===== src/elh_pkg.sv =====
// shared types, widths and the quarter-wave sine table of the hand length pipeline
package elh_pkg;

   localparam int AngleW = 9;
   localparam int AxisW  = 9;
   localparam int TrigW  = 17;
   localparam int RadW   = 64;
   localparam int RootW  = 32;
   localparam int SremW  = 33;
   localparam int NumW   = 39;
   localparam int QuoW   = 9;
   localparam int DremW  = 32;
   localparam int FracSh = 21;

   localparam logic [0:0] CsrWidth  = 1'b0;
   localparam logic [0:0] CsrHeight = 1'b1;

   localparam logic [AxisW-1:0] WidthReset  = 9'd144;
   localparam logic [AxisW-1:0] HeightReset = 9'd168;

   typedef struct packed {
      logic valid;
      logic short_hand;
   } tag_type;

   typedef struct packed {
      tag_type             tag;
      logic [SremW-1:0]    rem;
      logic [RootW-1:0]    root;
      logic [RadW-1:0]     rad;
   } sqrt_word_type;

   typedef struct packed {
      tag_type             tag;
      logic                sat;
      logic                zero;
      logic [DremW-1:0]    rem;
      logic [RootW-1:0]    root;
      logic [QuoW-1:0]     quo;
      logic [QuoW-1:0]     low;
   } div_word_type;

   typedef logic [TrigW-1:0] trig_tab_type [0:90];

   // round(65536 * sin(k degrees)), worked out at elaboration
   function automatic trig_tab_type make_sin_tab();
      trig_tab_type t;
      real          x;
      for (int k = 0; k <= 90; k++) begin
         x = 65536.0 * $sin(real'(k) * 3.14159265358979323846 / 180.0);
         t[k] = TrigW'($rtoi(x + 0.5));
      end
      return t;
   endfunction

   localparam trig_tab_type SinTab = make_sin_tab();

endpackage


===== src/elh_div_cell.sv =====
// one quotient bit of the restoring divider chain
module elh_div_cell (
   input  logic                 clock,
   input  logic                 reset,
   input  logic                 en,
   input  elh_pkg::div_word_type d_in,
   output elh_pkg::div_word_type d_out
);

   elh_pkg::div_word_type word_ff;
   elh_pkg::div_word_type word_in;
   logic [elh_pkg::DremW:0] remx;

   always_comb begin
      remx        = {d_in.rem, d_in.low[elh_pkg::QuoW-1]};
      word_in     = d_in;
      word_in.low = {d_in.low[elh_pkg::QuoW-2:0], 1'b0};
      if (remx >= {1'b0, d_in.root}) begin
         word_in.rem = elh_pkg::DremW'(remx - {1'b0, d_in.root});
         word_in.quo = {d_in.quo[elh_pkg::QuoW-2:0], 1'b1};
      end else begin
         word_in.rem = elh_pkg::DremW'(remx);
         word_in.quo = {d_in.quo[elh_pkg::QuoW-2:0], 1'b0};
      end
   end

   always_ff @(posedge clock) begin
      if (reset) begin
         word_ff.tag.valid <= 1'b0;
      end else if (en) begin
         word_ff <= word_in;
      end
   end

   assign d_out = word_ff;

endmodule

===== config.mk =====
export PLATFORM = sky130hd
export DESIGN_NAME = elh_div_cell
export DESIGN_NICKNAME = d
export VERILOG_FILES = /design/src/elh_pkg.sv /design/src/elh_div_cell.sv
export SDC_FILE = /design/constraint.sdc
export NUM_CORES = 1
export LEC_CHECK = 0
export ABC_AREA = 1
export BUFFER_PORTS_ARGS = -buffer_cell sky130_fd_sc_hd__buf_2
export CELL_PAD_IN_SITES_DETAIL_PLACEMENT = 0
export CELL_PAD_IN_SITES_GLOBAL_PLACEMENT = 1
export CORE_ASPECT_RATIO = 0.5
export CORE_MARGIN = 5
export CORE_UTILIZATION = 40
export CTS_CLUSTER_DIAMETER = 120
export CTS_CLUSTER_SIZE = 28
export DETAILED_ROUTE_END_ITERATION = 8
export MAX_ROUTING_LAYER = met4
export PLACE_DENSITY_LB_ADDON = 0.15
export SETUP_SLACK_MARGIN = 0.05
export SLEW_MARGIN = 20
export SYNTH_ARGS = -nofsm -noshare
export SYNTH_HDL_FRONTEND = slang
export SYNTH_SLANG_ARGS = --single-unit

===== constraint.sdc =====
create_clock -name clock -period 14.5 [get_ports clock]
set_clock_uncertainty 0.05 [all_clocks]
set_input_delay 4.35 -clock clock [delete_from_list [all_inputs] [get_ports clock]]
set_output_delay 4.35 -clock clock [all_outputs]
set_load 0.02 [all_outputs]

==> reports/qor.txt, run 1 <==
status: completed
ys flop type: edfxtp_1
number of flops mapped to enable cells by yosys: 84
starting density of the core: 0.412
area of the multi-input gates: 2450 µm²
Buffers on Ports: 172
initial antenna violation count: 0
Crit path required time: 14.54 ns
max-cap violations: 0
Cell Rows: 30
Final Hold Fails: 0
Yosys top cell area share: 0.448
clock slew at reported path FFs: 0.07 ns
Avg WL per Cell: 13.9 µm
Overall Global Routing Usage: 0.191
synth cell count leaders: nand2_1, inv_1, edfxtp_1, nor2_1, nand3_1
Yosys warnings: 0
Power per Cell Area: 103 nW/µm²
CP max FO: 36
Min-Delay Path Class: register to register
top-count cell post-synth: nand2_1
Synth Area per Inst: 7.60 µm²
VDD IR-drop max: 43.0 µV
Finished Layout Cells: 1,113
area delta synth->final: 23.6%
ANT cells: 0
Storage cell area: 2540 µm²
critical path cell sequence: buf_2 -> inv_1 -> ha_1 -> nand2_1 -> nor2_1 -> nand2_1 -> nor2_2 -> nand2_1 -> nand3_1 -> nor2_2 -> nand2_8 -> inv_4 -> nand2_1 -> nand2_1
Hold Path Origin: d_out[85]$_SDFFE_PP0P_
critical path class: input port to register
syn_nets: 862
Setup Fix Bufs, Post-CTS: 0
post-synth top area cell: edfxtp_1
number of global-route vias before repair: 4,788
deepest clock path buffer count: 2
Pleak: 3.72 nW
router iterations before antenna repair: 4
CP Data Arrival Time: 6.42 ns
wirelength, routed: 15,500 µm
core area: 13,700 µm²
die area: 16,700 µm²
first-pass GRT wire length: 24,300 µm
final core occ: 0.509
Synth Instances: 740
DIE HEIGHT: 93.9 µm
dpl cells: 1,097
worst rel slew slack: 0.294
worst slew pin tran: 1.06 ns
post_cts resized: 0
I/O pins: 175
Critical Path Source: d_in[41]
Starting DRT DRC Count: 220
Residual DRC: 0
grt ovf: 0
setup TNS: 0 ns
synth top area cells: edfxtp_1, nand2_1, inv_1
H-tree levels: 3
gpl congestion: 0.892
Final min period: 6.38 ns
CTS Buf Count: 9
Critical-path top delay cell: ha_1
worst setup margin: 8.12 ns
Vias: 4,964
max FFs per register: 85
Worst path max stage delay: 0.40 ns
CTS root buf: clkbuf_16
synthesis-stage register bit count: 85
Crit path top cell by count: nand2_1
Layout fillers: 1,415
period utilization: 0.440
Worst setup EP type: register
Mapped Area: 5630 µm²
Cell variety after synth: 29
GR peak layer: met2
met3 GRT Util: 0.0374
pin count of the biggest net entering global routing: 85
Hold Slack: 0.409 ns
Setup violations, final: 0
r2r startpoint: d_out[85]$_SDFFE_PP0P_
Avg Vias per Cell: 4.46
unrepaired setup endpoints after global routing: no
Final #Nets: 1,038
DIE WIDTH: 178 µm
FFs w/ async S/R, synth: 0
layout cells sized above 1: 0.220
hold buffers post-CTS: 0
DP Worst Slack: 7.75 ns
DP HPWL: 12,400 µm
register area share after synthesis: 0.452
Antenna Nets Post-Route: 0
CTS Sinks: 85
GR met1 Demand/Resource: 0.273
met2 usage: 0.288
CTS tree: yes
Worst-Skew Late Latency: 0.34 ns
Max Clock Freq: 157 MHz
final slew viol count: 0
Worst setup SP type: input port
==> metrics by stage <==
step / total power (W) / area (µm²)
floorplan: 0.000436 / 5630
global placement: 0.000493 / 6660
detailed placement: 0.000496 / 6660
CTS: 0.000727 / 6950
global route: 0.000763 / 6950
finish: 0.000716 / 6950
==> power breakdown <==
part,leakage (nW),total [W],internal (W),switching (W)
registers,0.794,0.000300,0.000296,0.00000397
clock network,0.138,0.000227,0.000124,0.000104
logic,2.79,0.000189,0.0000629,0.000126
==> cells in the final DEF (no fill, tap or decap) <==
master / instances
a21o_1: 1
a21oi_1: 22
and2_1: 8
buf_2: 172
buf_4: 1
clkbuf_16: 9
clkbuf_8: 1
clkinv_4: 1
clkinvlp_4: 2
conb_1: 1
dfxtp_1: 1
edfxtp_1: 84
fa_1: 1
ha_1: 32
inv_1: 148
inv_2: 1
inv_4: 1
inv_6: 2
inv_8: 1
nand2_1: 306
nand2_2: 4
nand2_8: 1
nand3_1: 37
nand3_2: 1
nand3b_1: 10
nand4_1: 2
nor2_1: 38
nor2_2: 4
nor2_4: 1
nor3_1: 8
o21ai_0: 3
o21bai_1: 2
or2_2: 1
xnor2_1: 1
xor2_1: 13
==> final timing paths <==
path                                 end  slack (ns)  cells after the start
setup / recovery     d_out[67]$_DFFE_PP_        8.12                     14
hold / removal    d_out[85]$_SDFFE_PP0P_        0.41                      2
setup reg to reg  d_out[85]$_SDFFE_PP0P_       13.90                      2
hold reg to reg   d_out[85]$_SDFFE_PP0P_        0.41                      2
==> routing by layer <==
metal,vias up,wire [µm]
met4,0,125
met3,13,972
met2,129,6370
li1,2639,-
met5,-,0
met1,2183,8050
==> cell type report <==
| cell class | instances | area share |
|---|---|---|
| well taps | 192 | 0.0345 |
| flip-flops and latches | 85 | 0.366 |
| multi-input cells | 497 | 0.352 |
| clock inverters | 6 | 0.00756 |
| inverters | 150 | 0.0813 |
| repair buffers | 173 | 0.125 |
| clock buffers | 10 | 0.0344 |
==> cell families after synthesis <==
group / after synthesis / share of synthesized area
AND/OR/NAND/NOR: 421 / 0.310
flip-flops: 85 / 0.452
adder cells (fa/ha/maj): 33 / 0.0747
AO/OA/AOI/OAI: 28 / 0.0262
buffers and inverters: 158 / 0.115
XOR/XNOR: 14 / 0.0218
other: 1 / 0.000666
==> critical path: cells and delay by family <==
family | cells | cell delay, ns
fa+ha+maj | 1 | 0.40
simple gates | 10 | 1.33
buf+inv | 3 | 0.33
Note: power is estimated with default switching activity, not from simulation.
==> run 2: changes to the inputs <==
- CORE_UTILIZATION: 40 -> 33
- clock period: 14.5 -> 5.3 ns (I/O delays scaled with it)
==> reports/qor.txt, run 2 (synthesized netlist as in run 1, its figures left out) <==
CTS Buf Count: 9
layout cells sized above 1: 0.219
Residual DRC: 0
first-pass GRT wire length: 25,500 µm
Final min period: 3.58 ns
CTS tree: yes
status: completed
deepest clock path buffer count: 2
Avg Vias per Cell: 4.32
clock slew at reported path FFs: 0.06 ns
router iterations before antenna repair: 4
Pleak: 3.73 nW
CP Data Arrival Time: 3.63 ns
CTS Sinks: 85
VDD IR-drop max: 165 µV
ANT cells: 0
Crit path required time: 5.35 ns
Crit path top cell by count: nand2_1
initial antenna violation count: 0
Setup Fix Bufs, Post-CTS: 0
Critical-path top delay cell: ha_1
max-cap violations: 0
die area: 19,900 µm²
critical path cell sequence: buf_2 -> inv_1 -> ha_1 -> nand2_1 -> nor2_1 -> nand2_1 -> nor2_2 -> nand2_1 -> nand3_1 -> nor2_2 -> nand2_8 -> inv_4 -> nand2_1 -> nand2_1
Power per Cell Area: 284 nW/µm²
final slew viol count: 0
number of global-route vias before repair: 4,756
most common cell after layout, fill and taps aside: nand2_1
gpl congestion: 0.871
Final Hold Fails: 0
wirelength, routed: 16,400 µm
hold buffers post-CTS: 0
Worst setup EP type: register
worst rel slew slack: 0.535
Final #Nets: 1,038
Buffers on Ports: 172
H-tree levels: 3
critical path class: input port to register
grt ovf: 0
Worst-Skew Late Latency: 0.35 ns
DP HPWL: 13,400 µm
area delta synth->final: 24.8%
DIE HEIGHT: 102 µm
Max Clock Freq: 279 MHz
Min-Delay Path Class: register to register
post_cts resized: 0
Cell Rows: 33
pin count of the biggest net entering global routing: 60
Tot Pwr: 0.00199 W
Starting DRT DRC Count: 199
DIE WIDTH: 195 µm
max FFs per register: 85
Antenna Nets Post-Route: 0
Avg WL per Cell: 14.3 µm
Worst path max stage delay: 0.34 ns
CP max FO: 36
period utilization: 0.675
most frequent cells in the layout: nand2_1, buf_2, inv_1
Vias: 4,961
unrepaired setup endpoints after global routing: no
Worst setup SP type: input port
setup TNS: 0 ns
Setup violations, final: 0
core area: 16,600 µm²
starting density of the core: 0.340
Overall Global Routing Usage: 0.172
worst slew pin tran: 0.696 ns
I/O pins: 175
CTS root buf: clkbuf_16
run 2: through the flow:
stage	setup slack [ns]	utilization	cells	hold WS [ns]	instance area, µm²
3_3_place_gp	1.34	0.406	1132	0.392	6720
4_1_cts	1.71	0.424	1148	0.409	7020
6_report	1.72	0.424	1148	0.404	7020
5_1_grt	1.49	0.424	1148	0.440	7020
2_1_floorplan	1.02	-	740	0.480	5630
3_5_place_dp	1.34	0.406	1132	0.398	6720
run 2: where the power goes:
group          internal, W  switching, W  total [W]
Clock             0.000370      0.000280   0.000650
Sequential        0.000809     0.0000104   0.000819
Combinational     0.000173      0.000349   0.000522
Total              0.00135      0.000639    0.00199
run 2: final timing paths:
kind	startpoint	to	slack, ns	depth (start not counted)
min reg2reg	d_out[85]$_SDFFE_PP0P_	d_out[85]$_SDFFE_PP0P_	0.40	2
max	d_in[32]	d_out[56]$_DFFE_PP_	1.72	14
min	d_out[85]$_SDFFE_PP0P_	d_out[85]$_SDFFE_PP0P_	0.40	2
max reg2reg	d_out[85]$_SDFFE_PP0P_	d_out[85]$_SDFFE_PP0P_	4.71	2
run 2: metal layers:
layer  GRT usage  vias up  part of all wire
met5           -        -                 0
li1            -     2643                 -
met3      0.0422       11             0.075
met4      0.0324        0            0.0079
met1       0.250     2184              0.52
met2       0.243      123              0.40
run 2: cell type report:
class,instances,area (µm²)
fill,1798,9540
inverter,150,566
sequential,85,2540
tap,227,284
timing repair buffer,173,881
clock buffer,10,229
clock inverter,6,72.6
multi-input combinational,497,2450
run 2: worst max-delay path: cells and delay by family:
kind,cells,cell delay [ns]
and+or+nand+nor,10,1.31
buffers and inverters,3,0.35
adders and majority gates,1,0.34
