**src/elh_pkg.sv**
```systemverilog
// shared types, widths and the quarter-wave sine table of the hand length pipeline
package elh_pkg;

   localparam int AngleW = 9;
   localparam int AxisW  = 9;
   localparam int TrigW  = 17;
   localparam int RadW   = 64;
   localparam int RootW  = 32;
   localparam int SremW  = 33;
   localparam int NumW   = 39;
   localparam int QuoW   = 9;
   localparam int DremW  = 32;
   localparam int FracSh = 21;

   localparam logic [0:0] CsrWidth  = 1'b0;
   localparam logic [0:0] CsrHeight = 1'b1;

   localparam logic [AxisW-1:0] WidthReset  = 9'd144;
   localparam logic [AxisW-1:0] HeightReset = 9'd168;

   typedef struct packed {
      logic valid;
      logic short_hand;
   } tag_type;

   typedef struct packed {
      tag_type             tag;
      logic [SremW-1:0]    rem;
      logic [RootW-1:0]    root;
      logic [RadW-1:0]     rad;
   } sqrt_word_type;

   typedef struct packed {
      tag_type             tag;
      logic                sat;
      logic                zero;
      logic [DremW-1:0]    rem;
      logic [RootW-1:0]    root;
      logic [QuoW-1:0]     quo;
      logic [QuoW-1:0]     low;
   } div_word_type;

   typedef logic [TrigW-1:0] trig_tab_type [0:90];

   // round(65536 * sin(k degrees)), worked out at elaboration
   function automatic trig_tab_type make_sin_tab();
      trig_tab_type t;
      real          x;
      for (int k = 0; k <= 90; k++) begin
         x = 65536.0 * $sin(real'(k) * 3.14159265358979323846 / 180.0);
         t[k] = TrigW'($rtoi(x + 0.5));
      end
      return t;
   endfunction

   localparam trig_tab_type SinTab = make_sin_tab();

endpackage

```
**src/elh_sqrt_cell.sv**
```systemverilog
// one bit of the restoring square root chain
module elh_sqrt_cell (
   input  logic                  clock,
   input  logic                  reset,
   input  logic                  en,
   input  elh_pkg::sqrt_word_type d_in,
   output elh_pkg::sqrt_word_type d_out
);

   elh_pkg::sqrt_word_type word_ff;
   elh_pkg::sqrt_word_type word_in;
   logic [elh_pkg::SremW+1:0] remx;
   logic [elh_pkg::SremW+1:0] trial;

   always_comb begin
      remx  = {d_in.rem, d_in.rad[elh_pkg::RadW-1 -: 2]};
      trial = (elh_pkg::SremW+2)'({d_in.root, 2'b01});
      word_in     = d_in;
      word_in.rad = {d_in.rad[elh_pkg::RadW-3:0], 2'b00};
      if (remx >= trial) begin
         word_in.rem  = elh_pkg::SremW'(remx - trial);
         word_in.root = {d_in.root[elh_pkg::RootW-2:0], 1'b1};
      end else begin
         word_in.rem  = elh_pkg::SremW'(remx);
         word_in.root = {d_in.root[elh_pkg::RootW-2:0], 1'b0};
      end
   end

   always_ff @(posedge clock) begin
      if (reset) begin
         word_ff.tag.valid <= 1'b0;
      end else if (en) begin
         word_ff <= word_in;
      end
   end

   assign d_out = word_ff;

endmodule

```
**config.mk**
```make
export PLATFORM = sky130hd
export DESIGN_NAME = elh_sqrt_cell
export DESIGN_NICKNAME = d
export VERILOG_FILES = /design/src/elh_pkg.sv /design/src/elh_sqrt_cell.sv
export SDC_FILE = /design/constraint.sdc
export NUM_CORES = 1
export LEC_CHECK = 0
export BUFFER_PORTS_ARGS = -buffer_cell sky130_fd_sc_hd__buf_2
export CAP_MARGIN = 10
export CORE_MARGIN = 10
export CORE_UTILIZATION = 25
export CTS_CLUSTER_SIZE = 14
export DETAILED_ROUTE_END_ITERATION = 16
export PLACE_DENSITY_LB_ADDON = 0.25
export SYNTH_ARGS = -nofsm -noshare
export SYNTH_HDL_FRONTEND = slang
export SYNTH_SLANG_ARGS = --single-unit
```
**constraint.sdc**
```tcl
create_clock -name clock -period 19.9 [get_ports clock]
set_clock_uncertainty 0.1 [all_clocks]
set_input_delay 2.985 -clock clock [delete_from_list [all_inputs] [get_ports clock]]
set_output_delay 2.985 -clock clock [all_outputs]
set_load 0.05 [all_outputs]
```
==> results of run 1 <==
[worst max-delay path: cells and delay by family]
| kind | cells | cell delay (ns) |
|---|---|---|
| simple gates | 2 | 0.38 |
| fa+ha+maj | 1 | 0.45 |
| compound gates | 5 | 1.50 |
| mux | 1 | 0.38 |
| buf+inv | 3 | 0.47 |
[report_power, final]
part	switching (mW)	internal (mW)	total (mW)
sequential	0.00461	0.325	0.330
combinational	0.146	0.0644	0.210
clock	0.139	0.189	0.328
[cell type report]
cell class	count	area [um^2]
Fill cell	2603	16550
Sequential cell	129	3864
Multi-Input combinational cell	312	2325
Timing Repair Buffer	264	1326
Clock buffer	17	425.4
Tap cell	330	412.9
Inverter	46	175.2
Clock inverter	15	172.7
Antenna cell	2	5.005
[metal layers]
| layer | track usage [%] | part of all wire [%] | routed length (um) |
|---|---|---|---|
| met4 | 3.445 | 1.0 | 235 |
| met1 | 16.56 | 43 | 9601 |
| met5 | 0 | 0.34 | 76 |
| met2 | 21.54 | 46 | 10410 |
| met3 | 6.365 | 9.9 | 2243 |
[worst max-delay path by stage]
| stage | from | end | slack (ns) | cells past startpoint |
|---|---|---|---|---|
| after floorplan | reset | d_out[100]$_DFFE_PP_ | 10.50 | 1 |
| after global placement | d_in[77] | d_out[101]$_DFFE_PP_ | 13.46 | 12 |
| after detailed placement | d_in[77] | d_out[100]$_DFFE_PP_ | 13.36 | 12 |
| after CTS | d_in[77] | d_out[99]$_DFFE_PP_ | 13.80 | 12 |
| after global routing | d_in[77] | d_out[100]$_DFFE_PP_ | 13.59 | 12 |
| final | d_in[77] | d_out[100]$_DFFE_PP_ | 13.78 | 12 |
[cells by family after synthesis]
logic type | count (synthesis) | share of synthesized area [%]
compound gates | 122 | 12.86
xor+xnor | 25 | 3.411
fa+ha+maj | 34 | 6.626
buf+inv | 57 | 3.781
flops | 129 | 60.18
mux | 23 | 5.048
other cells | 1 | 0.05841
simple gates | 106 | 8.030
[metrics by stage]
stage / power, mW / cells
after global placement: 0.5472 / 1081
after global routing: 0.9101 / 1113
after CTS: 0.8824 / 1113
after floorplan: 0.4902 / 498
after detailed placement: 0.5478 / 1081
final: 0.8681 / 1115
[cells in the final DEF (no fill, tap or decap), drive strengths merged, types with 3 or more instances in the layout]
master | synthesis | routed
edfxtp | 128 | 128
nand2 | 28 | 28
o31ai | 6 | 6
nor3 | 8 | 8
o211ai | 5 | 5
a211oi | 5 | 5
a21o | 10 | 10
nor2 | 23 | 23
o21ai | 26 | 26
a2111oi | 3 | 3
clkbuf | 4 | 17
a21oi | 36 | 36
or2 | 3 | 3
xnor2 | 19 | 19
ha | 34 | 34
nor4 | 4 | 4
a211o | 3 | 3
clkinv | 0 | 3
and2 | 4 | 4
mux2 | 21 | 21
a31oi | 5 | 5
buf | 7 | 264
nand3 | 16 | 16
inv | 46 | 54
nand4 | 4 | 4
nor2b | 5 | 5
o21a | 9 | 9
xor2 | 6 | 6
or3 | 4 | 4
==> out/qor.csv, run 1 <==
stage,metric,value,unit
sta,worst_slew_pin_slew,0.9922,ns
global_routing,grt_max_degree,69,
setup_path,r2r-end,d_out[130]$_SDFFE_PP0P_,
sta,hold_viol,0,
setup_path,critical_path.max_fanout,23,
final_layout,largest_reg_flops,129,
floorplan,rows,58,
power,ir_worst_vdd,0.04272,mV
clock_network,cts_tree,built,
global_routing,grt_overflow,0,
final_layout,syn2layout_area_growth,35.61,%
hold_path,holdPathEnd,d_out[130]$_SDFFE_PP0P_,
sta,setup_tns,0,ns
placement,place_hpwl,18090,um
synthesis,synth_edf_count,128,
global_routing,antenna_found_initial,8,
drt,drt-vias-per-instance,4.562,
clock_network,clock_sinks,129,
synthesis,synth_top_area_cell,edfxtp_1,
drt,ant_nets,0,
setup_path,worstSetupStartpointType,primary input,
clock_network,h-tree-depth,4,
floorplan,initial_core_util,25.42,%
clock_network,cts_setup_buffers,0,
floorplan,die_h,180.3,um
final_layout,final_area,8706,um^2
sta,rsz0062_at_grt,false,
clock_network,cts-buffers-inserted,17,
sta,max_freq,163.3,MHz
drt,first_iter_violations,306,
floorplan,die_x,180.3,um
synthesis,syn_avg_cell_area,12.92,um^2
clock_network,ctsHoldBuffers,0,
drt,remaining_drc_errors,0,
placement,routabilityCongestion,0.9301,
setup_path,r2r_slack,19.21,ns
setup_path,worstSetupEndpointType,flip-flop,
synthesis,synth.top_cell.area_share,59.87,%
sta,hold_slack,0.4129,ns
clock_network,cts.path.max_buffers,2,
clock_network,cts_resized,0,
synthesis,seq_area_frac_synth,60.18,%
hold_path,whs_path_depth,2,
setup_path,crit_slowest_cell,a211oi_2,
placement,port-buffer-count,262,
global_routing,grt_pass1_vias,5264,
clock_network,root_buffer,clkbuf_16,
setup_path,required,19.97,ns
floorplan,core-area,25250,um^2
sta,setup_viol,0,
final_layout,finish.utilization,34.47,%
power,p_per_area,99.72,nW/um^2
synthesis,synth_commonest_cells,"128 x edfxtp_1, 45 x inv_1, 36 x a21oi_1",
drt,drt-pass1-iter-count,5,
setup_path,critPathKind,primary input to flip-flop,
placement,placed_area,8103,um^2
setup_path,critical_path.cell_chain,buf_2 -> inv_1 -> ha_1 -> nor2_1 -> o21ba_2 -> o21ai_0 -> o2111ai_1 -> a211oi_2 -> o211ai_4 -> and2_4 -> inv_4 -> mux2_2,
final_layout,layout.nets,938,
drt,wl,22570,um
hold_path,min_from,d_out[130]$_SDFFE_PP0P_,
setup_path,arrival,6.19,ns
synthesis,yosysMostFrequentCell,edfxtp_1,
setup_path,ff2ff_path_depth,2,
sta,slew_headroom,33.86,%
clock_network,clkTransAtPathRegs,0.06,ns
synthesis,ys_types,55,
floorplan,num_io_pins,265,
sta,min_period,6.123,ns
floorplan,die_area,32490,um^2
synthesis,ys_warn_count,0,
synthesis,async_flop_share,0,%
hold_path,hold_class,flip-flop to flip-flop,
sta,fin_ws,13.78,ns
global_routing,grt_pass1_wl,33950,um
synthesis,synth-seq-cells,129,
drt,route.vias.total,5087,
global_routing,grt_use_total,13.68,%
clock_network,clk_latency,0.42,ns
placement,dpl_worst_slack,13.36,ns
sta,drv_slew,0,
synthesis,synth_ff_type,edfxtp_1,
synthesis,postSynthCellCount,497,
run_status,run_status,completed,
sta,timing.final.crit_share,30.77,%
power,power.leakage,3.770,nW
setup_path,rr_startpoint,d_out[130]$_SDFFE_PP0P_,
final_layout,drive_gt1_share,41.89,%
synthesis,synth_area,6420,um^2
drt,wl_per_cell,20.24,um
synthesis,synth_area_leaders,"edfxtp_1 60%, ha_1 6.6%, mux2_4 4.2%",
setup_path,max_stage_delay,0.50,ns
flow_run,maxCapViolations,0,
Note: power is estimated with default switching activity, not from simulation.
==> run 2, diff against run 1 <==
- clock period: 19.9 -> 5.14 ns (I/O delays scaled with it)
==> out/qor.csv, run 2 (synthesis gave the netlist of run 1 again) <==
stage,metric,value,unit,change
run_status,run_status,completed,,unchanged
power,ir_worst_vdd,0.1929,mV,was 0.04272 mV
setup_path,critical_path.max_fanout,23,,unchanged
sta,rsz0062_at_grt,false,,unchanged
setup_path,arrival,3.97,ns,was 6.19 ns
placement,routabilityCongestion,0.8788,,was 0.9301
clock_network,h-tree-depth,4,,unchanged
sta,setup_viol,0,,unchanged
floorplan,rows,58,,unchanged
setup_path,required,5.20,ns,was 19.97 ns
power,p_per_area,386.6,nW/um^2,was 99.72 nW/um^2
flow_run,maxCapViolations,0,,unchanged
setup_path,ff2ff_path_depth,2,,unchanged
global_routing,grt_pass1_vias,5204,,was 5264
drt,drt-vias-per-instance,4.539,,was 4.562
hold_path,hold_class,flip-flop to flip-flop,,unchanged
sta,worst_slew_pin_slew,0.6888,ns,was 0.9922 ns
placement,dpl_worst_slack,0.7867,ns,was 13.36 ns
power,swShare,32.41,%,was 33.36%
power,power.leakage,3.776,nW,was 3.770 nW
sta,timing.final.crit_share,75.90,%,
setup_path,worstSetupStartpointType,primary input,,unchanged
clock_network,cts_setup_buffers,0,,unchanged
placement,place_hpwl,17850,um,was 18090 um
global_routing,grt.busiest_layer,met2,,unchanged
final_layout,final_area,8732,um^2,was 8706 um^2
drt,remaining_drc_errors,0,,unchanged
drt,route.vias.total,5066,,was 5087
setup_path,max_stage_delay,0.49,ns,was 0.50 ns
global_routing,grt_pass1_wl,33520,um,was 33950 um
drt,ant_nets,0,,unchanged
global_routing,use_met1,16.17,%,was 16.56%
sta,slew_headroom,53.48,%,was 33.86%
power,seqPwrFrac,37.8,%,was 38.0%
hold_path,holdPathEnd,d_out[130]$_SDFFE_PP0P_,,unchanged
floorplan,die_x,180.3,um,unchanged
setup_path,r2r_slack,4.46,ns,was 19.21 ns
setup_path,crit_slowest_cell,a211oi_2,,unchanged
sta,min_period,3.901,ns,
power,switchingPower,1.094,mW,was 289.6 uW
global_routing,use_met2,21.62,%,was 21.54%
final_layout,layout.nets,938,,unchanged
floorplan,core-area,25250,um^2,unchanged
drt,wl,22430,um,was 22570 um
clock_network,ctsHoldBuffers,0,,unchanged
floorplan,initial_core_util,25.42,%,unchanged
global_routing,antenna_found_initial,9,,was 8
global_routing,grt_max_degree,74,,was 69
sta,max_freq,256.3,MHz,
sta,setup_tns,0,ns,unchanged
final_layout,layout_commonest_cell,buf_2,,unchanged
final_layout,syn2layout_area_growth,36.02,%,was 35.61%
sta,fin_ws,1.239,ns,was 13.78 ns
placement,dp_cells,1081,,unchanged
final_layout,final_cells,1116,,was 1115
global_routing,grt_use_total,13.49,%,was 13.68%
placement,port-buffer-count,262,,unchanged
setup_path,critPathKind,primary input to flip-flop,,unchanged
setup_path,critical_path.cell_chain,buf_2 -> inv_1 -> ha_1 -> nor2_1 -> o21ba_2 -> o21ai_0 -> o2111ai_1 -> a211oi_2 -> o211ai_4 -> and2_4 -> inv_4 -> mux2_2,,unchanged
drt,wl_per_cell,20.09,um,was 20.24 um
clock_network,cts_tree,built,,unchanged
final_layout,drive_gt1_share,41.76,%,was 41.89%
final_layout,final_cell_mix,"262 x buf_2, 128 x edfxtp_1, 45 x inv_1",,unchanged
power,combPwrFrac,24.1,%,was 24.2%
final_layout,largest_reg_flops,129,,unchanged
power,pwr-share-clk,38.1,%,was 37.8%
floorplan,num_io_pins,265,,unchanged
clock_network,cts_resized,0,,unchanged
clock_network,cts.path.max_buffers,2,,unchanged
drt,first_iter_violations,262,,was 306
clock_network,clkTransAtPathRegs,0.06,ns,about the same
setup_path,r2r-end,d_out[130]$_SDFFE_PP0P_,,unchanged
sta,drv_slew,0,,unchanged
hold_path,whs_path_depth,2,,unchanged
floorplan,die_area,32490,um^2,unchanged
hold_path,min_from,d_out[130]$_SDFFE_PP0P_,,unchanged
clock_network,root_buffer,clkbuf_16,,unchanged
clock_network,clk_latency,0.42,ns,about the same
placement,placed_area,8115,um^2,was 8103 um^2
setup_path,rr_startpoint,d_out[130]$_SDFFE_PP0P_,,unchanged
floorplan,die_h,180.3,um,unchanged
clock_network,clock_sinks,129,,unchanged
setup_path,worstSetupEndpointType,flip-flop,,unchanged
global_routing,use_met3,5.723,%,was 6.365%
power,p_int,2.282,mW,was 578.5 uW
drt,drt-pass1-iter-count,6,,was 5
global_routing,grt_overflow,0,,unchanged
sta,hold_slack,0.3920,ns,was 0.4129 ns
clock_network,cts-buffers-inserted,17,,unchanged
sta,hold_viol,0,,unchanged
==> run 2: area by class of cell <==
cell class	instances	area [um^2]
fill	2601	16520
sequential	129	3864
multi-input combinational	312	2325
timing repair buffer	264	1339
clock buffer	18	429.2
tap	330	412.9
clock inverter	14	180.2
inverter	46	175.2
antenna	3	7.507
==> run 2: power by group through the flow <==
stage,logic (mW),clock network [mW],registers [mW]
after floorplan,0.306,0,1.59
after global placement,0.820,0,1.30
after detailed placement,0.818,0,1.30
after CTS,0.822,1.34,1.28
after global routing,0.874,1.37,1.28
final,0.814,1.29,1.28
==> run 2: how the worst max path moves through the flow <==
| stage | from | depth (start not counted) | slack (ns) | to |
|---|---|---|---|---|
| after floorplan | en | 1 | 0.49 | d_out[100]$_DFFE_PP_ |
| after global routing | d_in[77] | 12 | 1.06 | d_out[101]$_DFFE_PP_ |
| final | d_in[77] | 12 | 1.24 | d_out[100]$_DFFE_PP_ |
| after CTS | d_in[77] | 12 | 1.21 | d_out[100]$_DFFE_PP_ |
| after global placement | d_in[77] | 12 | 0.90 | d_out[101]$_DFFE_PP_ |
| after detailed placement | d_in[77] | 12 | 0.79 | d_out[101]$_DFFE_PP_ |
==> run 2: routing by layer <==
layer	wire [um]	up-vias	share of wire, %
met4	280	12	1.2
met2	10340	243	46
met3	2165	28	9.7
met1	9554	2357	43
li1	-	2426	-
met5	86	-	0.38
==> run 2: critical path, delay by kind of cell <==
| kind | cells | cell delay (ns) |
|---|---|---|
| AOI/OAI and AO/OA | 5 | 1.46 |
| buffers and inverters | 3 | 0.48 |
| adders and majority gates | 1 | 0.46 |
| and+or+nand+nor | 2 | 0.38 |
| muxes | 1 | 0.38 |
==> run 2: metrics by stage <==
stage	total power [mW]	util (%)
floorplan	1.894	-
global placement	2.119	32.13
detailed placement	2.118	32.13
CTS	3.435	34.55
global route	3.530	34.55
finish	3.375	34.58
==> run 3, diff against run 2 <==
- ABC_AREA: default -> 1
- clock period: 5.14 -> 3.8 ns (I/O delays scaled with it)
==> out/qor.csv, run 3 <==
stage,metric,value,unit,change
placement,placed_area,8828,um^2,was 8115 um^2
global_routing,grt_pass1_vias,6372,,was 5204
clock_network,cts-buffers-inserted,17,,unchanged
clock_network,ctsHoldBuffers,0,,unchanged
sta,fin_ws,1.304,ns,was 1.239 ns
final_layout,largest_reg_flops,129,,unchanged
sta,worst_slew_pin_slew,0.5622,ns,was 0.6888 ns
final_layout,final_area,9399,um^2,was 8732 um^2
final_layout,final_cells,1493,,was 1116
synthesis,synth_area,7074,um^2,was 6420 um^2
sta,hold_viol,0,,unchanged
sta,setup_tns,0,ns,unchanged
floorplan,initial_core_util,25.39,%,was 25.42%
setup_path,worstSetupEndpointType,flip-flop,,unchanged
power,seqPwrFrac,39.0,%,was 37.8%
clock_network,cts_setup_buffers,0,,unchanged
placement,routabilityCongestion,0.8563,,was 0.8788
synthesis,seq_area_frac_synth,54.62,%,was 60.18%
final_layout,regArea,3864,um^2,unchanged
drt,route.vias.total,6057,,was 5066
global_routing,use_met3,6.185,%,was 5.723%
drt,drt-pass1-iter-count,4,,was 6
synthesis,synth.top_cell.area_share,54.33,%,was 59.87%
placement,dpl_worst_slack,0.8028,ns,was 0.7867 ns
clock_network,root_buffer,clkbuf_16,,unchanged
sta,drv_slew,0,,unchanged
power,p_int,2.893,mW,was 2.282 mW
sta,timing.final.crit_share,65.69,%,
final_layout,layout_commonest_cell,nand2_1,,was buf_2
sta,rsz0062_at_grt,false,,unchanged
power,pwr-share-clk,36.0,%,was 38.1%
clock_network,clock_sinks,129,,unchanged
final_layout,multiInputGateArea,2544,um^2,was 2325 um^2
global_routing,antenna_found_initial,9,,unchanged
clock_network,clkTransAtPathRegs,0.06,ns,about the same
synthesis,synth-seq-cells,129,,unchanged
global_routing,grt_overflow,0,,unchanged
final_layout,syn2layout_area_growth,32.86,%,was 36.02%
synthesis,synth_ff_type,edfxtp_1,,unchanged
power,power,4.423,mW,was 3.375 mW
flow_run,maxCapViolations,0,,unchanged
synthesis,synth_edf_count,128,,unchanged
setup_path,critical_path.max_fanout,32,,was 23
drt,first_iter_violations,252,,was 262
drt,remaining_drc_errors,0,,unchanged
power,ir_worst_vdd,0.2069,mV,was 0.1929 mV
synthesis,synth_top_area_cell,edfxtp_1,,unchanged
floorplan,die_x,188.2,um,was 180.3 um
synthesis,yosysMostFrequentCell,nand2_1,,was edfxtp_1
floorplan,num_io_pins,265,,unchanged
setup_path,required,3.88,ns,was 5.20 ns
power,power.leakage,4.771,nW,was 3.776 nW
global_routing,grt.busiest_layer,met2,,unchanged
global_routing,use_met2,21.99,%,was 21.62%
floorplan,core-area,27860,um^2,was 25250 um^2
clock_network,clk_latency,0.42,ns,about the same
power,swShare,34.58,%,was 32.41%
synthesis,ys_types,28,,was 55
setup_path,ff2ff_path_depth,2,,unchanged
power,combPwrFrac,25.0,%,was 24.1%
sta,min_period,2.496,ns,
global_routing,grt_max_degree,43,,was 74
sta,max_freq,400.6,MHz,
floorplan,die_area,35420,um^2,was 32490 um^2
synthesis,async_flop_share,0,%,unchanged
setup_path,worstSetupStartpointType,primary input,,unchanged
global_routing,grt_pass1_wl,36760,um,was 33520 um
global_routing,grt_use_total,13.34,%,was 13.49%
global_routing,use_met1,15.42,%,was 16.17%
sta,hold_slack,0.2126,ns,was 0.3920 ns
floorplan,die_h,188.2,um,was 180.3 um
power,switchingPower,1.529,mW,was 1.094 mW
hold_path,hold_class,primary input to flip-flop,,was flip-flop to flip-flop
final_layout,fillers,2987,,was 2601
placement,place_hpwl,19720,um,was 17850 um
synthesis,synth_area_leaders,"edfxtp_1 54%, nand2_1 17%, inv_1 7.9%",,"was edfxtp_1 60%, ha_1 6.6%, mux2_4 4.2%"
placement,dp_cells,1458,,was 1081
power,p_per_area,470.6,nW/um^2,was 386.6 nW/um^2
final_layout,final_cell_mix,"329 x nand2_1, 262 x buf_2, 149 x inv_1",,"was 262 x buf_2, 128 x edfxtp_1, 45 x inv_1"
placement,port-buffer-count,262,,unchanged
setup_path,critPathKind,primary input to flip-flop,,unchanged
clock_network,cts_tree,built,,unchanged
synthesis,postSynthCellCount,821,,was 497
clock_network,cts.path.max_buffers,2,,unchanged
clock_network,cts_resized,0,,unchanged
final_layout,layout.nets,1267,,was 938
hold_path,whs_path_depth,1,,was 2
drt,ant_nets,0,,unchanged
run_status,run_status,completed,,unchanged
setup_path,arrival,2.57,ns,was 3.97 ns
floorplan,rows,61,,was 58
clock_network,h-tree-depth,4,,unchanged
sta,slew_headroom,62.43,%,was 53.48%
final_layout,finish.utilization,33.74,%,was 34.58%
drt,wl_per_cell,16.04,um,was 20.09 um
synthesis,synth_commonest_cells,"329 x nand2_1, 149 x inv_1, 128 x edfxtp_1",,"was 128 x edfxtp_1, 45 x inv_1, 36 x a21oi_1"
final_layout,drive_gt1_share,28.78,%,was 41.76%
sta,setup_viol,0,,unchanged
synthesis,syn_avg_cell_area,8.617,um^2,was 12.92 um^2
drt,drt-vias-per-instance,4.057,,was 4.539
drt,wl,23940,um,was 22430 um
synthesis,ys_warn_count,0,,unchanged
## run 3: changes by cell type after synthesis, sizes merged, moves of 10 or more
cell,change
nand3b,+10
nor2,+21
a21oi,-14
o21ai,-24
nand2,+304
mux2,-21
xnor2,-19
inv,+115
nand3,+24
## run 3: kinds of logic (layout without fill, tap and decap cells)
family                     count (synthesis)  after routing  synth area share [%]
and+or+nand+nor                          448            448                 26.05
buffers and inverters                    169            459                 9.586
DFF                                      129            129                 54.62
adders and majority gates                 34             34                 6.013
AOI/OAI and AO/OA                         26             26                 1.945
xor gates and xnor gates                  14             14                 1.733
other                                      1              5               0.05301
## run 3: layout make-up
class                   count  share of cell area (%)
multi-input cells         524                   27.06
inverters                 161                   6.456
well taps                 378                   5.032
clock buffers              18                   4.566
clock inverters            14                   1.424
flip-flops and latches    129                   41.11
diodes                      3                 0.07987
repair buffers            266                   14.27
## run 3: worst paths after layout
kind / slack [ns] / startpoint / to
min reg2reg: 0.36 / d_out[130]$_SDFFE_PP0P_ / d_out[130]$_SDFFE_PP0P_
max reg2reg: 3.15 / d_out[130]$_SDFFE_PP0P_ / d_out[130]$_SDFFE_PP0P_
min: 0.21 / d_in[40] / d_out[42]$_DFFE_PP_
max: 1.30 / d_in[76] / d_out[123]$_DFFE_PP_
## run 3: layer usage
metal | vias up | share of wire, %
li1 | 3138 | -
met1 | 2674 | 42
met2 | 204 | 46
met3 | 29 | 11
met4 | 12 | 0.76
met5 | - | 0.32
## run 3: critical path, cell delays in order
cell,delay (ns)
buf_2,0.11
inv_1,0.07
ha_1,0.35
nand2_1,0.13
nor2_2,0.24
nand2_1,0.11
nor2_1,0.14
nand2_1,0.08
nand3_2,0.07
nor2_2,0.05
nand2_4,0.26
inv_4,0.22
nand2_1,0.11
nand2_1,0.07
## run 3: power by group through the flow
| stage | clock network [mW] | logic, mW | registers (mW) |
|---|---|---|---|
| 6_report | 1.59 | 1.11 | 1.72 |
| 5_1_grt | 1.71 | 1.22 | 1.73 |
| 4_1_cts | 1.65 | 1.13 | 1.73 |
| 3_5_place_dp | 0 | 1.12 | 1.76 |
| 3_3_place_gp | 0 | 1.12 | 1.76 |
| 2_1_floorplan | 0 | 0.416 | 2.14 |
